[src/rtl/core/epl_pkg.sv]
// Shared types, codes, constants and helpers for the exponential property law pipeline.
package epl_pkg;

	// Action codes carried on the input word.
	localparam logic [1:0] ACT_VALUE  = 2'd0;
	localparam logic [1:0] ACT_FIRST  = 2'd1;
	localparam logic [1:0] ACT_SECOND = 2'd2;

	// Configuration register indexes.
	localparam logic [1:0] REG_BASE  = 2'd0;
	localparam logic [1:0] REG_RATE  = 2'd1;
	localparam logic [1:0] REG_REF   = 2'd2;
	localparam logic [1:0] REG_DEP   = 2'd3;

	localparam int unsigned NUM_VARIABLES = 16;
	localparam int unsigned HORNER_TERMS  = 10;

	localparam logic [31:0] BASE_RESET = 32'h0001_0000;

	localparam logic [31:0] ONE_Q30   = 32'h4000_0000;
	localparam logic [31:0] LOG2E_Q31 = 32'd3098164009;
	localparam logic [29:0] LN2_Q30   = 30'd744261118;

	// Exponent argument window in Q32.32: [-88, 64].
	localparam logic signed [64:0] ZMAX = 65'sd274877906944;
	localparam logic signed [64:0] ZMIN = -65'sd377957122048;

	// Per-item sideband that rides alongside the exponential datapath.
	typedef struct packed {
		logic               valid;
		logic               zero;
		logic               neg;
		logic signed [6:0]  exoff;
		logic signed [8:0]  nexp;
		logic [31:0]        mant;
	} ctl_t;

	// Right shift that brings a 64-bit product below 2^32.
	function automatic logic [5:0] norm_shift(input logic [63:0] v);
		logic [5:0] sh;
		sh = 6'd0;
		for (int b = 32; b < 64; b++) begin
			if (v[b]) begin
				sh = 6'(b - 31);
			end
		end
		return sh;
	endfunction

endpackage

[src/rtl/core/epl_horner_step.sv]
// One Horner term of the exponential series: multiply, divide by a constant, add one.
module epl_horner_step #(
	parameter int DIV = 1
) (
	input  logic          clk,
	input  logic          arst_n,
	input  logic          en,
	input  epl_pkg::ctl_t ctl_i,
	input  logic [31:0]   acc_i,
	input  logic [29:0]   y_i,
	output epl_pkg::ctl_t ctl_o,
	output logic [31:0]   acc_o,
	output logic [29:0]   y_o
);

	localparam logic [32:0] RECIP = 33'((65'd1 << 32) / DIV);
	localparam logic [31:0] DIV_V = 32'(DIV);

	epl_pkg::ctl_t ctl_s1, ctl_s2, ctl_s3;
	logic [29:0]   y_s1, y_s2, y_s3;
	logic [61:0]   hprod;
	logic [31:0]   h_s1, h_s2;
	logic [64:0]   qprod;
	logic [31:0]   q0_s2;
	logic [31:0]   rem;
	logic [31:0]   q;
	logic [31:0]   acc_s3;

	assign hprod = 62'(acc_i) * 62'(y_i);
	assign qprod = 65'(h_s1) * 65'(RECIP);

	// Reciprocal estimate is low by at most one: fix it with the remainder.
	assign rem = h_s2 - 32'(q0_s2 * DIV_V);
	assign q   = (rem >= DIV_V) ? q0_s2 + 32'd1 : q0_s2;

	always_ff @(posedge clk or negedge arst_n) begin
		if (!arst_n) begin
			ctl_s1 <= '0;
			ctl_s2 <= '0;
			ctl_s3 <= '0;
		end else if (en) begin
			ctl_s1 <= ctl_i;
			ctl_s2 <= ctl_s1;
			ctl_s3 <= ctl_s2;
		end
	end

	always_ff @(posedge clk) begin
		if (en) begin
			h_s1   <= hprod[61:30];
			y_s1   <= y_i;
			q0_s2  <= qprod[63:32];
			h_s2   <= h_s1;
			y_s2   <= y_s1;
			acc_s3 <= epl_pkg::ONE_Q30 + q;
			y_s3   <= y_s2;
		end
	end

	assign ctl_o = ctl_s3;
	assign acc_o = acc_s3;
	assign y_o   = y_s3;

endmodule

[config.mk]
export PLATFORM = sky130hd
export DESIGN_NAME = epl_horner_step
export DESIGN_NICKNAME = d
export VERILOG_FILES = /design/src/rtl/core/epl_pkg.sv /design/src/rtl/core/epl_horner_step.sv
export SDC_FILE = /design/constraint.sdc
export NUM_CORES = 2
export LEC_CHECK = 0
export ABC_AREA = 1
export ABC_CLOCK_PERIOD_IN_PS = 1110
export BUFFER_PORTS_ARGS = -buffer_cell sky130_fd_sc_hd__buf_4
export CAP_MARGIN = 30
export CORE_MARGIN = 3
export CORE_UTILIZATION = 50
export DETAILED_ROUTE_END_ITERATION = 12
export PLACE_DENSITY = 0.79
export SYNTH_ARGS = -nofsm -noshare
export SYNTH_HDL_FRONTEND = slang
export SYNTH_SLANG_ARGS = --single-unit
[constraint.sdc]
create_clock -name clk -period 1.11 [get_ports clk]
set_clock_uncertainty 0.05 [all_clocks]
set_input_delay 0.111 -clock clk [delete_from_list [all_inputs] [get_ports clk]]
set_output_delay 0.111 -clock clk [all_outputs]
set_load 0.01 [all_outputs]
======== After elaboration in Yosys (flattened, before gate mapping) ========
Cells that the tools add are included.
cells by class
  $add $sub $neg .......................... 3
  multipliers ............................. 1
  magnitude comparators ................... 1
  mux-type cells .......................... 1
operators with widths
  kind                      number
  $mul A32 B30 Y62          1
  $add A31 B32 Y32 const A  1
  $add A32 B1 Y32 const B   1
  $ge A32 B1 Y1 const B     1
  $mux W32                  1
  $sub A32 B32 Y32          1
word-level totals
  register bits after elaboration ......... 339

======== Depth between registers and ports, before layout ========
  depth after elaboration ................. 4
  depth in mapped cells ................... 32

======== Least setup slack after synthesis ========
Ideal clock, no wire load.
  kind .................................... in2reg
  start ................................... input acc_i[29]
  end ..................................... register h_s1[27], data pin
  arrival ................................. 5.822 ns
  data required time ...................... 0.808 ns
  setup slack ............................. -5.014 ns
  stages on the path ...................... 26
  cells stage by stage .................... clkbuf_1 -> nand2_1 -> fa_1 -> inv_1 -> fa_1 -> fa_1 -> inv_1 -> fa_1 -> inv_1 -> fa_1 -> fa_1 -> fa_1 -> inv_1 -> fa_1 -> inv_1 -> ha_1 -> nand2_1 -> inv_1 -> a21oi_1 -> o21ai_0 -> a21oi_1 -> nor2_1 -> nor2_1 -> nand2_1 -> nand2_1 -> nand2_1
between the ends
  word-level cells in the longest chain between the ends .. 1
RTL lines
  element               RTL line               source
  start, declared       epl_horner_step.sv:9   input logic [31:0] acc_i,
  $mul A32 B30 Y62      epl_horner_step.sv:29  assign hprod = 62'(acc_i) * 62'(y_i);
  net hprod[57]         epl_horner_step.sv:21  logic [61:0] hprod;
  end signal, assigned  epl_horner_step.sv:50  h_s1 <= hprod[61:30];
  end, declared         epl_horner_step.sv:22  logic [31:0] h_s1, h_s2;
The timed path passes the listed nets, and every way through them passes these cells.
A chain may end at the register's enable or synchronous reset.

======== Worst setup path after layout ========
  start ................................... input y_i[6]
  end ..................................... register h_s1[3], data pin
between the ends
  word-level cells in the longest chain between the ends .. 1
RTL lines
  element           RTL line               source
  start, declared   epl_horner_step.sv:10  input logic [29:0] y_i,
  $mul A32 B30 Y62  epl_horner_step.sv:29
  net hprod[33]     epl_horner_step.sv:21
The timed path passes the listed nets, and every way through them passes these cells.

==> flow_summary.toml <==
[sta]
max_freq_ghz = 0.1663
fin_tns_setup_ns = -171.92
holdWs_ns = -0.08417
relSlewSlack_pct = 64.83
finalSetupViolations = 146
fin_crit_ns = 6.014
rsz0062_at_grt = "yes"
hold_viol = 24
worst_pin_slew_ns = 0.5276
worst_slack_ns = -4.904
report.final.slew_viol_count = 0
min_period_over_period_pct = 541.8

[setup_path]
worst_ep_arrival_time_ns = 6.25
ff2ff_setup_slack_ns = 0
cp_data_required_time_ns = 1.34
crit_fanout = 16
cpPeakStageDelay_ns = 0.53
cp-start-kind = "input pin"
slowest_stage = "fa_1"
critPathCaptureType = "register"
crit_type = "input pin to register"
crit_top_cell = "fa_1"

[floorplan]
row_count = 108
die_w_um = 303.6
die_h_um = 303.6
coreArea_um2 = 87290
ios = 229
die-area_um2 = 92160
initial_core_util_pct = 50.72

[synth]
synth-edff-count = 186
synth_fa_ha_area_share_pct = 44.73
synthSimpleGateAreaFrac_pct = 13.86
synth_top_family_by_area = "adder cells"
avgSynthCellArea_um2 = 8.556
async_reset_ff_share_pct = 45.13
synth_fp_nets = 6373
synth_top_area_cell = "fa_1"
yosys_warnings = 0
netlist_top_cells_area = "fa_1 (38%), inv_1 (14%), edfxtp_1 (13%)"
synth_flop_cell = "edfxtp_1"
synth-seq-cells = 339
ys_types = 31
synthTopCellsByCount = "inv_1 (1628), nand2_1 (1313), fa_1 (835)"
yosysTopAreaCellShare_pct = 37.75
synth_compound_area_share_pct = 2.942
ys_seq_area_share_pct = 21.26
muxShareOfSynthArea_pct = 1.297
syn-instance-count = 5175
synth_area_um2 = 44280
synth_xor_area_share_pct = 0.2571
post-synth-top-count-cell = "inv_1"

[route]
route.vias.total = 36210
drt.antenna.violating_nets = 0
viasPerCell = 5.175
wire_per_inst_um = 18.81
detailedRoute.firstPassIterationCount = 6
drt-initial-drc-count = 3111
drc = 0
postRouteWirelength_um = 131600

[place]
hpwl_um = 98980
port_buffers = 228
placed_cells = 6763
gp_congestion = 0.9303
placed_area_um2 = 50580

[clock_network]
clockBufferDepth = 3
cts_buffers = 40
clock_latency_ns = 0.62
clock_tree.htree_level_count = 2
clockRootBuffer = "clkbuf_16"
cts_tree = "yes"
cts_sinks = 339
clk_pin_slew_ns = 0.07

[run_status]
violations = "negative hold slack, negative setup slack"
status = "finished with violations"

[grt]
first_global_vias = 39190
grt_max_degree = 40
antenna_found_initial = 7
grt_usage_pct = 28.46
grt_pass1_wl_um = 204000
grt-ovfl-total = 0

[layout]
multi_input_area_um2 = 29900
drive_gt1_share_pct = 21.90
finalNonFillerCells = 6996
syn2layout_area_growth_pct = 26.50
fillerInstances = 6372
finalInstanceArea_um2 = 56010
fin_nets = 7001
seqCellArea_um2 = 9417

[worst_hold_path]
hp-class = "input pin to async pin"

[flow_run]
cap_violations = 0
path summary, 6_finish.rpt:
check	startpoint	to	cells past startpoint
max	y_i[6]	h_s1[3]	30
min reg2reg	q0_s2[1]	acc_o[1]	0
max in group asynchronous	arst_n	ctl_s2[19]	3
max reg2reg	ctl_o[34]	ctl_o[34]	3
min in group clk	en	ctl_s2[25]	4
min	arst_n	ctl_s1[41]	2
stage by stage:
stage / utilization, % / setup slack (ns)
detailed placement: 57.94 / -5.604
CTS: 62.55 / -4.816
global route: 64.15 / -5.008
finish: 64.16 / -4.904
global placement: 57.94 / -5.637
floorplan: - / -4.856
repair_timing:
item | in CTS | in global routing
pin swaps | 124 | 168
buffers inserted | 39 | 34
setup endpoints to repair | 145 | 264
hold buffers | 82 | 1
endpoints found under the hold margin | 239 | 25
cloned | 2 | 0
gates resized for setup | 414 | 361
worst max-delay path, delay by kind of cell:
kind	cells	cell delay (ns)
fa+ha+maj	9	4.10
buf+inv	10	0.93
simple gates	10	0.87
xor+xnor	1	0.22
state kept, by name, indices dropped and copies added, names as in the netlist:
name / count
ctl_o: 51
ctl_s1: 51
ctl_s2: 51
acc_o: 32
h_s1: 32
q0_s2: 32
y_o: 30
y_s1: 30
y_s2: 30
final cells by class:
class / count / area share (%)
Inverter: 1629 / 10.95
Sequential cell: 339 / 16.81
Timing Repair Buffer: 800 / 13.85
Multi-Input combinational cell: 2993 / 53.39
Clock inverter: 16 / 0.3932
Clock buffer: 58 / 1.997
Antenna cell: 6 / 0.02681
Tap cell: 1155 / 2.580
cells by family after synthesis:
kind of cell / after synthesis
mux: 51
xor+xnor: 13
compound gates: 251
simple gates: 1596
fa+ha+maj: 1082
buf+inv: 1843
flops: 339
layer usage:
metal	vias to the layer above	wire [um]	track usage, %
met1	17930	47020	34.10
met2	1884	64980	49.06
met4	6	7042	12.83
li1	15880	-	-
met3	504	12500	6.464
met5	-	34	0
layout by cell type (no fill, tap or decap), types with 13 or more instances in the layout:
cell type / count
nor2_4: 37
ha_1: 214
nor2_2: 36
o21ai_0: 70
buf_8: 18
buf_4: 467
buf_12: 58
nand2_2: 79
clkbuf_1: 13
nor2_1: 132
clkbuf_16: 40
nand3_1: 34
dfrtp_1: 151
nand2_4: 28
mux2_2: 51
fa_1: 795
buf_6: 173
nand2_1: 1206
inv_2: 84
a21oi_1: 85
a21oi_4: 20
inv_1: 1536
edfxtp_1: 186
nand3_2: 14
a21oi_2: 30
ha_4: 30
fa_2: 40
dlygate4sd3_1: 81
Power is not shown: default switching activity piles up to over one toggle a cycle in this logic, so the estimate is an artifact.
