==> config.mk <==
export PLATFORM = sky130hd
export DESIGN_NAME = epl_back
export DESIGN_NICKNAME = d
export VERILOG_FILES = /design/src/rtl/core/epl_pkg.sv /design/src/rtl/core/epl_back.sv
export SDC_FILE = /design/constraint.sdc
export NUM_CORES = 2
export LEC_CHECK = 0
export BUFFER_PORTS_ARGS = -buffer_cell sky130_fd_sc_hd__buf_2
export CAP_MARGIN = 15
export CORE_ASPECT_RATIO = 0.8
export CORE_UTILIZATION = 50
export CTS_CLUSTER_SIZE = 16
export DETAILED_ROUTE_END_ITERATION = 8
export GPL_TIMING_DRIVEN = 0
export PLACE_DENSITY = 0.64
export SLEW_MARGIN = 5
export SYNTH_ARGS = -nofsm -noshare
export SYNTH_HDL_FRONTEND = slang
export SYNTH_SLANG_ARGS = --single-unit
==> constraint.sdc <==
create_clock -name clk -period 12.69 [get_ports clk]
set_input_delay 0.6345 -clock clk [delete_from_list [all_inputs] [get_ports clk]]
set_output_delay 0.6345 -clock clk [all_outputs]
set_load 0.02 [all_outputs]
==> src/rtl/core/epl_pkg.sv <==
// Shared types, codes, constants and helpers for the exponential property law pipeline.
package epl_pkg;

	// Action codes carried on the input word.
	localparam logic [1:0] ACT_VALUE  = 2'd0;
	localparam logic [1:0] ACT_FIRST  = 2'd1;
	localparam logic [1:0] ACT_SECOND = 2'd2;

	// Configuration register indexes.
	localparam logic [1:0] REG_BASE  = 2'd0;
	localparam logic [1:0] REG_RATE  = 2'd1;
	localparam logic [1:0] REG_REF   = 2'd2;
	localparam logic [1:0] REG_DEP   = 2'd3;

	localparam int unsigned NUM_VARIABLES = 16;
	localparam int unsigned HORNER_TERMS  = 10;

	localparam logic [31:0] BASE_RESET = 32'h0001_0000;

	localparam logic [31:0] ONE_Q30   = 32'h4000_0000;
	localparam logic [31:0] LOG2E_Q31 = 32'd3098164009;
	localparam logic [29:0] LN2_Q30   = 30'd744261118;

	// Exponent argument window in Q32.32: [-88, 64].
	localparam logic signed [64:0] ZMAX = 65'sd274877906944;
	localparam logic signed [64:0] ZMIN = -65'sd377957122048;

	// Per-item sideband that rides alongside the exponential datapath.
	typedef struct packed {
		logic               valid;
		logic               zero;
		logic               neg;
		logic signed [6:0]  exoff;
		logic signed [8:0]  nexp;
		logic [31:0]        mant;
	} ctl_t;

	// Right shift that brings a 64-bit product below 2^32.
	function automatic logic [5:0] norm_shift(input logic [63:0] v);
		logic [5:0] sh;
		sh = 6'd0;
		for (int b = 32; b < 64; b++) begin
			if (v[b]) begin
				sh = 6'(b - 31);
			end
		end
		return sh;
	endfunction

endpackage

==> src/rtl/core/epl_back.sv <==
// Back stages: final product, Q16.16 alignment with saturation, output register and skid.
module epl_back (
	input  logic               clk,
	input  logic               arst_n,
	input  epl_pkg::ctl_t      ctl_i,
	input  logic [31:0]        acc_i,
	input  logic               out_stall,
	output logic               out_valid,
	output logic signed [31:0] result,
	output logic               saturated,
	output logic               adv
);

	epl_pkg::ctl_t     ctl_s1, ctl_s2, ctl_s3;
	logic [63:0]       prod_s1;
	logic [5:0]        sh3;
	logic [31:0]       mant_s2;
	logic signed [9:0] s_s2;
	logic [31:0]       lim;
	logic [63:0]       wide;
	logic [9:0]        rsh;
	logic [31:0]       mag_d;
	logic              sat_d;
	logic [31:0]       mag_s3;
	logic              sat_s3;

	logic [31:0] fin_val;
	logic        fin_sat;
	logic        take;
	logic        incoming;
	logic        out_v_q, skid_v_q;
	logic [31:0] result_q, skid_res_q;
	logic        sat_q, skid_sat_q;

	assign sh3 = epl_pkg::norm_shift(prod_s1);

	assign lim  = ctl_s2.neg ? 32'h8000_0000 : 32'h7FFF_FFFF;
	assign wide = 64'(mant_s2) << s_s2[4:0];
	assign rsh  = 10'd0 - s_s2;

	// Align the mantissa into Q16.16, clip on overflow, drop to zero on underflow.
	always_comb begin
		mag_d = 32'd0;
		sat_d = 1'b0;
		if (!s_s2[9]) begin
			if (s_s2 > 10'sd31 || wide > {32'd0, lim}) begin
				mag_d = lim;
				sat_d = 1'b1;
			end else begin
				mag_d = wide[31:0];
			end
		end else if (rsh < 10'd32) begin
			mag_d = mant_s2 >> rsh[4:0];
		end
	end

	assign fin_val = ctl_s3.zero ? 32'd0 : (ctl_s3.neg ? 32'd0 - mag_s3 : mag_s3);
	assign fin_sat = !ctl_s3.zero & sat_s3;

	// Keep the pipe moving until the skid word is occupied.
	assign adv      = !skid_v_q;
	assign take     = out_v_q & !out_stall;
	assign incoming = ctl_s3.valid & adv;

	always_ff @(posedge clk or negedge arst_n) begin
		if (!arst_n) begin
			ctl_s1   <= '0;
			ctl_s2   <= '0;
			ctl_s3   <= '0;
			out_v_q  <= 1'b0;
			skid_v_q <= 1'b0;
		end else begin
			if (adv) begin
				ctl_s1 <= ctl_i;
				ctl_s2 <= ctl_s1;
				ctl_s3 <= ctl_s2;
			end
			if (skid_v_q) begin
				skid_v_q <= !take;
			end else if (incoming) begin
				out_v_q  <= 1'b1;
				skid_v_q <= out_v_q & !take;
			end else if (take) begin
				out_v_q <= 1'b0;
			end
		end
	end

	always_ff @(posedge clk) begin
		if (adv) begin
			prod_s1 <= 64'(ctl_i.mant) * 64'(acc_i);
			mant_s2 <= 32'(prod_s1 >> sh3);
			s_s2    <= {{3{ctl_s1.exoff[6]}}, ctl_s1.exoff} + {4'd0, sh3}
				+ {ctl_s1.nexp[8], ctl_s1.nexp} - 10'sd30;
			mag_s3  <= mag_d;
			sat_s3  <= sat_d;
		end
		if (skid_v_q) begin
			if (take) begin
				result_q <= skid_res_q;
				sat_q    <= skid_sat_q;
			end
		end else if (incoming) begin
			if (!out_v_q || take) begin
				result_q <= fin_val;
				sat_q    <= fin_sat;
			end else begin
				skid_res_q <= fin_val;
				skid_sat_q <= fin_sat;
			end
		end
	end

	assign out_valid = out_v_q;
	assign result    = result_q;
	assign saturated = sat_q;

endmodule

Word-level counts from Yosys, hierarchy flattened
Index checks and enable logic that the tools add are counted.
{"block": "op_classes", "addsub": 5, "mul": 1, "order_cmp": 3, "eq_ne": 1, "n_shift": 3, "muxes": 51, "bitwise": 6, "reduce_logical": 13}
{"operator": "32-bit two-way mux", "count": 10}
{"operator": "6-bit two-way mux", "count": 30}
{"operator": "64-bit by 32-bit greater-than comparator with 1-bit output", "count": 1}
{"operator": "32-bit by 32-bit multiplier with 64-bit output", "count": 1}
{"operator": "32-bit by 5-bit << shifter with 64-bit output", "count": 1}
{"operator": "64-bit by 6-bit right shift with 32-bit output", "count": 1}
{"operator": "32-bit by 5-bit right shift with 32-bit output", "count": 1}
{"operator": "1-bit by 32-bit subtractor with 32-bit output (first input constant)", "count": 1}
{"operator": "8-bit by 9-bit adder with 10-bit output", "count": 1}
{"operator": "10-bit by 6-bit greater-than comparator with 1-bit output (second input constant)", "count": 1}
{"operator": "10-bit by 6-bit < comparator with 1-bit output (second input constant)", "count": 1}
{"operator": "1-bit two-way mux", "count": 10}
{"operator": "1-bit by 10-bit subtractor with 10-bit output (first input constant)", "count": 1}
{"operator": "10-bit by 5-bit subtractor with 10-bit output (second input constant)", "count": 1}
{"operator": "7-bit by 7-bit adder with 8-bit output", "count": 1}
{"operator": "3-bit AND reduction", "count": 2}
{"operator": "2-bit nonzero test", "count": 3}
{"operator": "1-bit zero test", "count": 5}
{"operator": "1-bit bitwise AND", "count": 4}
{"operator": "1-bit logical OR", "count": 2}
{"operator": "2-bit two-way mux", "count": 1}
{"operator": "2-bit != test (second input constant)", "count": 1}
{"operator": "1-bit NOT", "count": 2}
{"operator": "2-bit AND reduction", "count": 1}
{"block": "word_totals", "reg_bits": 232, "inputBits": 86}

Longest topological paths before layout
{"block": "logic_depth", "ltp_word": 35, "ltp_mapped": 29, "mapped_depth_nobuf": 27}

Worst setup path before layout
No wires, ideal clock.
{"block": "synth_path", "kind": "input to register", "startpoint": "input acc_i[17]", "endpoint": "register prod_s1[60], data pin", "setup_ps": 260, "t_arrival_ps": 7581, "slack_ps": 4849, "cell_stages": 26, "path_buffers": 2, "path_cell_list": "clkbuf_1 nand2_1 fa_1 inv_1 fa_1 inv_1 fa_1 inv_1 fa_1 inv_1 fa_1 fa_1 inv_1 fa_1 inv_1 fa_1 inv_1 ha_1 clkbuf_1 nand4_1 or4_1 a2111oi_0 nor2_1 o311ai_1 a31oi_1 xnor2_1"}
{"block": "synth_via", "elab_chain_cells": 1}
{"item": "start: declaration", "line_no": "epl_back.sv:6", "text": "input logic [31:0] acc_i,"}
{"item": "32-bit by 32-bit multiplier with 64-bit output", "line_no": "epl_back.sv:91", "text": "prod_s1 <= 64'(ctl_i.mant) * 64'(acc_i);"}
{"item": "end signal: assignment", "line_no": "epl_back.sv:91"}
{"item": "end: declaration", "line_no": "epl_back.sv:15", "text": "logic [63:0] prod_s1;"}
Every way passes these cells.
A chain may end at the register's enable or synchronous reset.

Final worst setup path
{"block": "layout_path", "startpoint": "input ctl_i[23] in the netlist's numbering", "endpoint": "register prod_s1[61], data pin"}
{"block": "layout_via", "elab_chain_cells": 1}
{"item": "start: declaration", "line_no": "epl_back.sv:5", "text": "input epl_pkg::ctl_t ctl_i,"}
{"item": "32-bit by 32-bit multiplier with 64-bit output", "line_no": "epl_back.sv:91"}
Every way passes these cells.

==> qor.log <==
qor: outcome.run_status finished, final reports clean
qor: cts.post_cts_resize_count 0
qor: sta.relSlewSlack 0.0972
qor: floorplan.initial_core_util 0.508
qor: sta.timing.final.crit_period 9.82 ns
qor: logic_synthesis.synth_seq_area_share 0.135
qor: placement.postPlaceCellArea 52800 um2
qor: grt.grt_antenna_before_repair 27
qor: final_layout.layout_cell_share_with_drive_strength_beyond_1 0.0564
qor: placement.gpl.final_weighted_congestion 1.06
qor: logic_synthesis.netlist-cell-type-count 83
qor: final_layout.nNetsFinal 7017
qor: grt.first_global_vias 41939
qor: logic_synthesis.netlist_area 50500 um2
qor: setup_path.category_of_the_worst_setup_path_launch_point input pin
qor: cts.cts_tree done
qor: logic_synthesis.primary_flip_flop_cell_chosen_by_synthesis_mapping sky130_fd_sc_hd__edfxtp_1
qor: sta.finalSetupViolCount 0
qor: grt.grt_start_max_net_pins 97
qor: logic_synthesis.syn-mean-instance-area 9.08 um2
qor: routing.final_antenna_net_count 0
qor: setup_path.critical_path_peak_fanout 10
qor: final_layout.areaGrowthSynthToFinish 6.27%
qor: floorplan.design.portCount 121
qor: logic_synthesis.post_synth_main_area_contributors sky130_fd_sc_hd__fa_1 36%, sky130_fd_sc_hd__edfxtp_1 12%, sky130_fd_sc_hd__ha_1 7.8%
qor: cts.insertion_delay 0.57 ns
qor: cts.cts_made_buffers 24
qor: cts.number_of_clock_sinks 232
qor: sta.rsz0062_at_grt no
qor: sta.tightestPinTransition 1.35 ns
qor: logic_synthesis.netlist_instances 5562
qor: routing.detailedRoute.firstPassIterationCount 6
qor: grt.overflow 0
qor: final_layout.fillers 9364
qor: routing.drtIter0Drc 5741
qor: floorplan.core-area 99400 um2
qor: placement.pre_cts_ws 2.71 ns
qor: routing.route.vias.total 43063
qor: sta.final-hold-violation-count 0
qor: cts.cts_max_path_buffers 3
qor: run.cap_viol_max_count 0
qor: logic_synthesis.ys_warn_count 0
qor: floorplan.x_dimension_of_the_die 357 um
qor: hold_path.hold_path_class input pin to asynchronous set/reset pin
qor: placement.detailedPlacementHpwl 164 mm
qor: routing.post_drt_via_cell_ratio 6.11
qor: cts.clk_pin_slew_worst_paths 0.07 ns
qor: routing.remaining_drc_errors 0
qor: grt.total_global_route_track_usage 0.389
qor: setup_path.worst_setup_path_class input pin to flip-flop
qor: routing.detail_route.wirelength 198 mm
qor: floorplan.core.rowCount 103
qor: grt.grt_first_pass_wirelength 287 mm
qor: sta.final.period_utilization 0.774
qor: setup_path.critical_path_required 12.98 ns
qor: final_layout.stdcell_area 53700 um2
qor: logic_synthesis.synth.ff_latch_count 232
qor: logic_synthesis.synth-edff-count 205
qor: setup_path.critical_path.endpoint_type flip-flop
qor: floorplan.floorplan.die_area 102000 um2
qor: sta.max_freq 102 MHz
qor: sta.fin_setup_tns 0 ns
qor: routing.final_routed_wire_length_divided_by_cell_count 28.1 um
qor: floorplan.die_h 286 um
qor: cts.post_cts.repair.setup_buffers 0
qor: cts.clock-root-buffer sky130_fd_sc_hd__clkbuf_16
qor: logic_synthesis.synth_nets 6866
qor: cts.cts_htree_levels 1
qor: sta.layout_setup_ws 2.87 ns
qor: logic_synthesis.portion_of_synthesized_cell_area_occupied_by_the_leading_cell_type 0.358
qor: sta.fin_skew 0.0231 ns
qor: placement.io_buffer_count 120
qor: logic_synthesis.library_cell_with_the_largest_summed_area_after_synthesis sky130_fd_sc_hd__fa_1
qor: logic_synthesis.async_reset_ff_frac 0.116
qor: sta.max_transition_viols_final 0
qor: cts.holdBufCountCts 0
qor: setup_path.worst-endpoint-arrival 10.11 ns
==> cells in the mapped netlist (all sizes together) (19+ instances only) <==
master / n
buf: 37
xnor2: 51
and3: 23
edfxtp: 205
ha: 315
mux2: 76
nor3: 40
xor2: 50
dfrtp: 27
mux2i: 138
o31ai: 50
o211ai: 40
clkbuf: 308
nand2: 979
nor2: 180
o21ai: 129
a22oi: 26
a31oi: 19
o221ai: 21
a211oi: 44
a21o: 35
inv: 1030
nand4: 23
o22ai: 20
nand3: 59
fa: 903
a21oi: 149
mux4: 45
and2: 286
nor2b: 23
==> cells in the final DEF, fill, tap and decap left out, types with 44 or more instances in the layout <==
master / count
sky130_fd_sc_hd__mux2_2: 75
sky130_fd_sc_hd__edfxtp_1: 205
sky130_fd_sc_hd__clkbuf_1: 312
sky130_fd_sc_hd__o31ai_1: 50
sky130_fd_sc_hd__buf_2: 136
sky130_fd_sc_hd__ha_1: 315
sky130_fd_sc_hd__inv_1: 1027
sky130_fd_sc_hd__o21ai_0: 126
sky130_fd_sc_hd__nor2_1: 179
sky130_fd_sc_hd__xor2_1: 50
sky130_fd_sc_hd__xnor2_1: 51
sky130_fd_sc_hd__nand2_1: 979
sky130_fd_sc_hd__nand3_1: 59
sky130_fd_sc_hd__a211oi_1: 44
sky130_fd_sc_hd__fa_1: 903
sky130_fd_sc_hd__a21oi_1: 148
sky130_fd_sc_hd__mux2i_1: 138
sky130_fd_sc_hd__and2_1: 286
==> routing by layer <==
layer	vias to the layer above	routed length, um	GRT usage
li1	18030	-	-
met5	-	69	0
met1	21720	84100	0.584
met3	435	27000	0.116
met2	2868	78700	0.530
met4	10	8430	0.133
==> stage by stage <==
stage | hold slack, ns | util | cells
floorplan | 0.339 | - | 5562
global placement | 0.486 | 0.531 | 6994
detailed placement | 0.492 | 0.531 | 6996
CTS | 0.111 | 0.539 | 7040
global route | 0.156 | 0.540 | 7044
finish | 0.117 | 0.540 | 7050
==> area by class of cell <==
type	count	area, um2	area share
Antenna cell	7	17.5	0.000326
Clock buffer	29	629	0.0117
Multi-Input combinational cell	3951	38400	0.716
Inverter	1034	3890	0.0724
Buffer	345	1360	0.0253
Sequential cell	232	6830	0.127
Tap cell	1312	1640	0.0306
Clock inverter	15	146	0.00273
Timing Repair Buffer	125	706	0.0132
==> flip-flops by register name, summed over array words and instances, names as in the netlist <==
register    count
ctl_s1         19
ctl_s2          3
ctl_s3          3
mag_s3         32
mant_s2        32
out_valid       1
prod_s1        64
result         32
s_s2           10
sat_s3          1
saturated       1
skid_res_q     32
skid_sat_q      1
skid_v_q        1
==> cell families after synthesis <==
kind of cell	after synthesis	synth area share
and+or+nand+nor	1684	0.150
DFF	232	0.135
AOI/OAI and AO/OA	689	0.0925
xor gates and xnor gates	101	0.0175
muxes	259	0.0650
buffers and inverters	1379	0.104
adders and majority gates	1218	0.436
==> worst max-delay path, cell delays in order <==
cell                       delay, ns
sky130_fd_sc_hd__buf_2          0.18
sky130_fd_sc_hd__clkbuf_1       0.80
sky130_fd_sc_hd__nand2_1        0.43
sky130_fd_sc_hd__fa_1           0.64
sky130_fd_sc_hd__inv_1          0.05
sky130_fd_sc_hd__fa_1           0.58
sky130_fd_sc_hd__inv_1          0.09
sky130_fd_sc_hd__fa_1           0.64
sky130_fd_sc_hd__inv_1          0.10
sky130_fd_sc_hd__fa_1           0.50
sky130_fd_sc_hd__fa_1           0.51
sky130_fd_sc_hd__inv_1          0.05
sky130_fd_sc_hd__fa_1           0.52
sky130_fd_sc_hd__inv_1          0.05
sky130_fd_sc_hd__fa_1           0.48
sky130_fd_sc_hd__inv_1          0.10
sky130_fd_sc_hd__fa_1           0.66
sky130_fd_sc_hd__inv_1          0.10
sky130_fd_sc_hd__ha_1           0.37
sky130_fd_sc_hd__a21oi_1        0.35
sky130_fd_sc_hd__o211ai_1       0.17
sky130_fd_sc_hd__a41oi_1        0.31
sky130_fd_sc_hd__o21ai_0        0.12
sky130_fd_sc_hd__a22o_1         0.29
sky130_fd_sc_hd__o21ai_0        0.56
sky130_fd_sc_hd__o221ai_1       0.37
sky130_fd_sc_hd__o41ai_1        0.33
sky130_fd_sc_hd__nor2_1         0.10
==> path summary, 6_finish.rpt <==
check                      startpoint           to  slack, ns  cells past startpoint
max                         ctl_i[23]  prod_s1[61]       2.87                     28
min                            arst_n   ctl_s1[40]       0.12                      1
max reg2reg                   s_s2[2]    mag_s3[4]       6.42                     17
min reg2reg                ctl_s1[48]   ctl_s1[48]       0.50                      1
max in group asynchronous      arst_n   ctl_s1[32]      12.11                      1
min in group clk            ctl_i[47]   ctl_s1[47]       0.29                      2
Power is left out: the tool's default activity adds up to more than one toggle a clock period on the data nets, which glitch-free logic cannot reach.
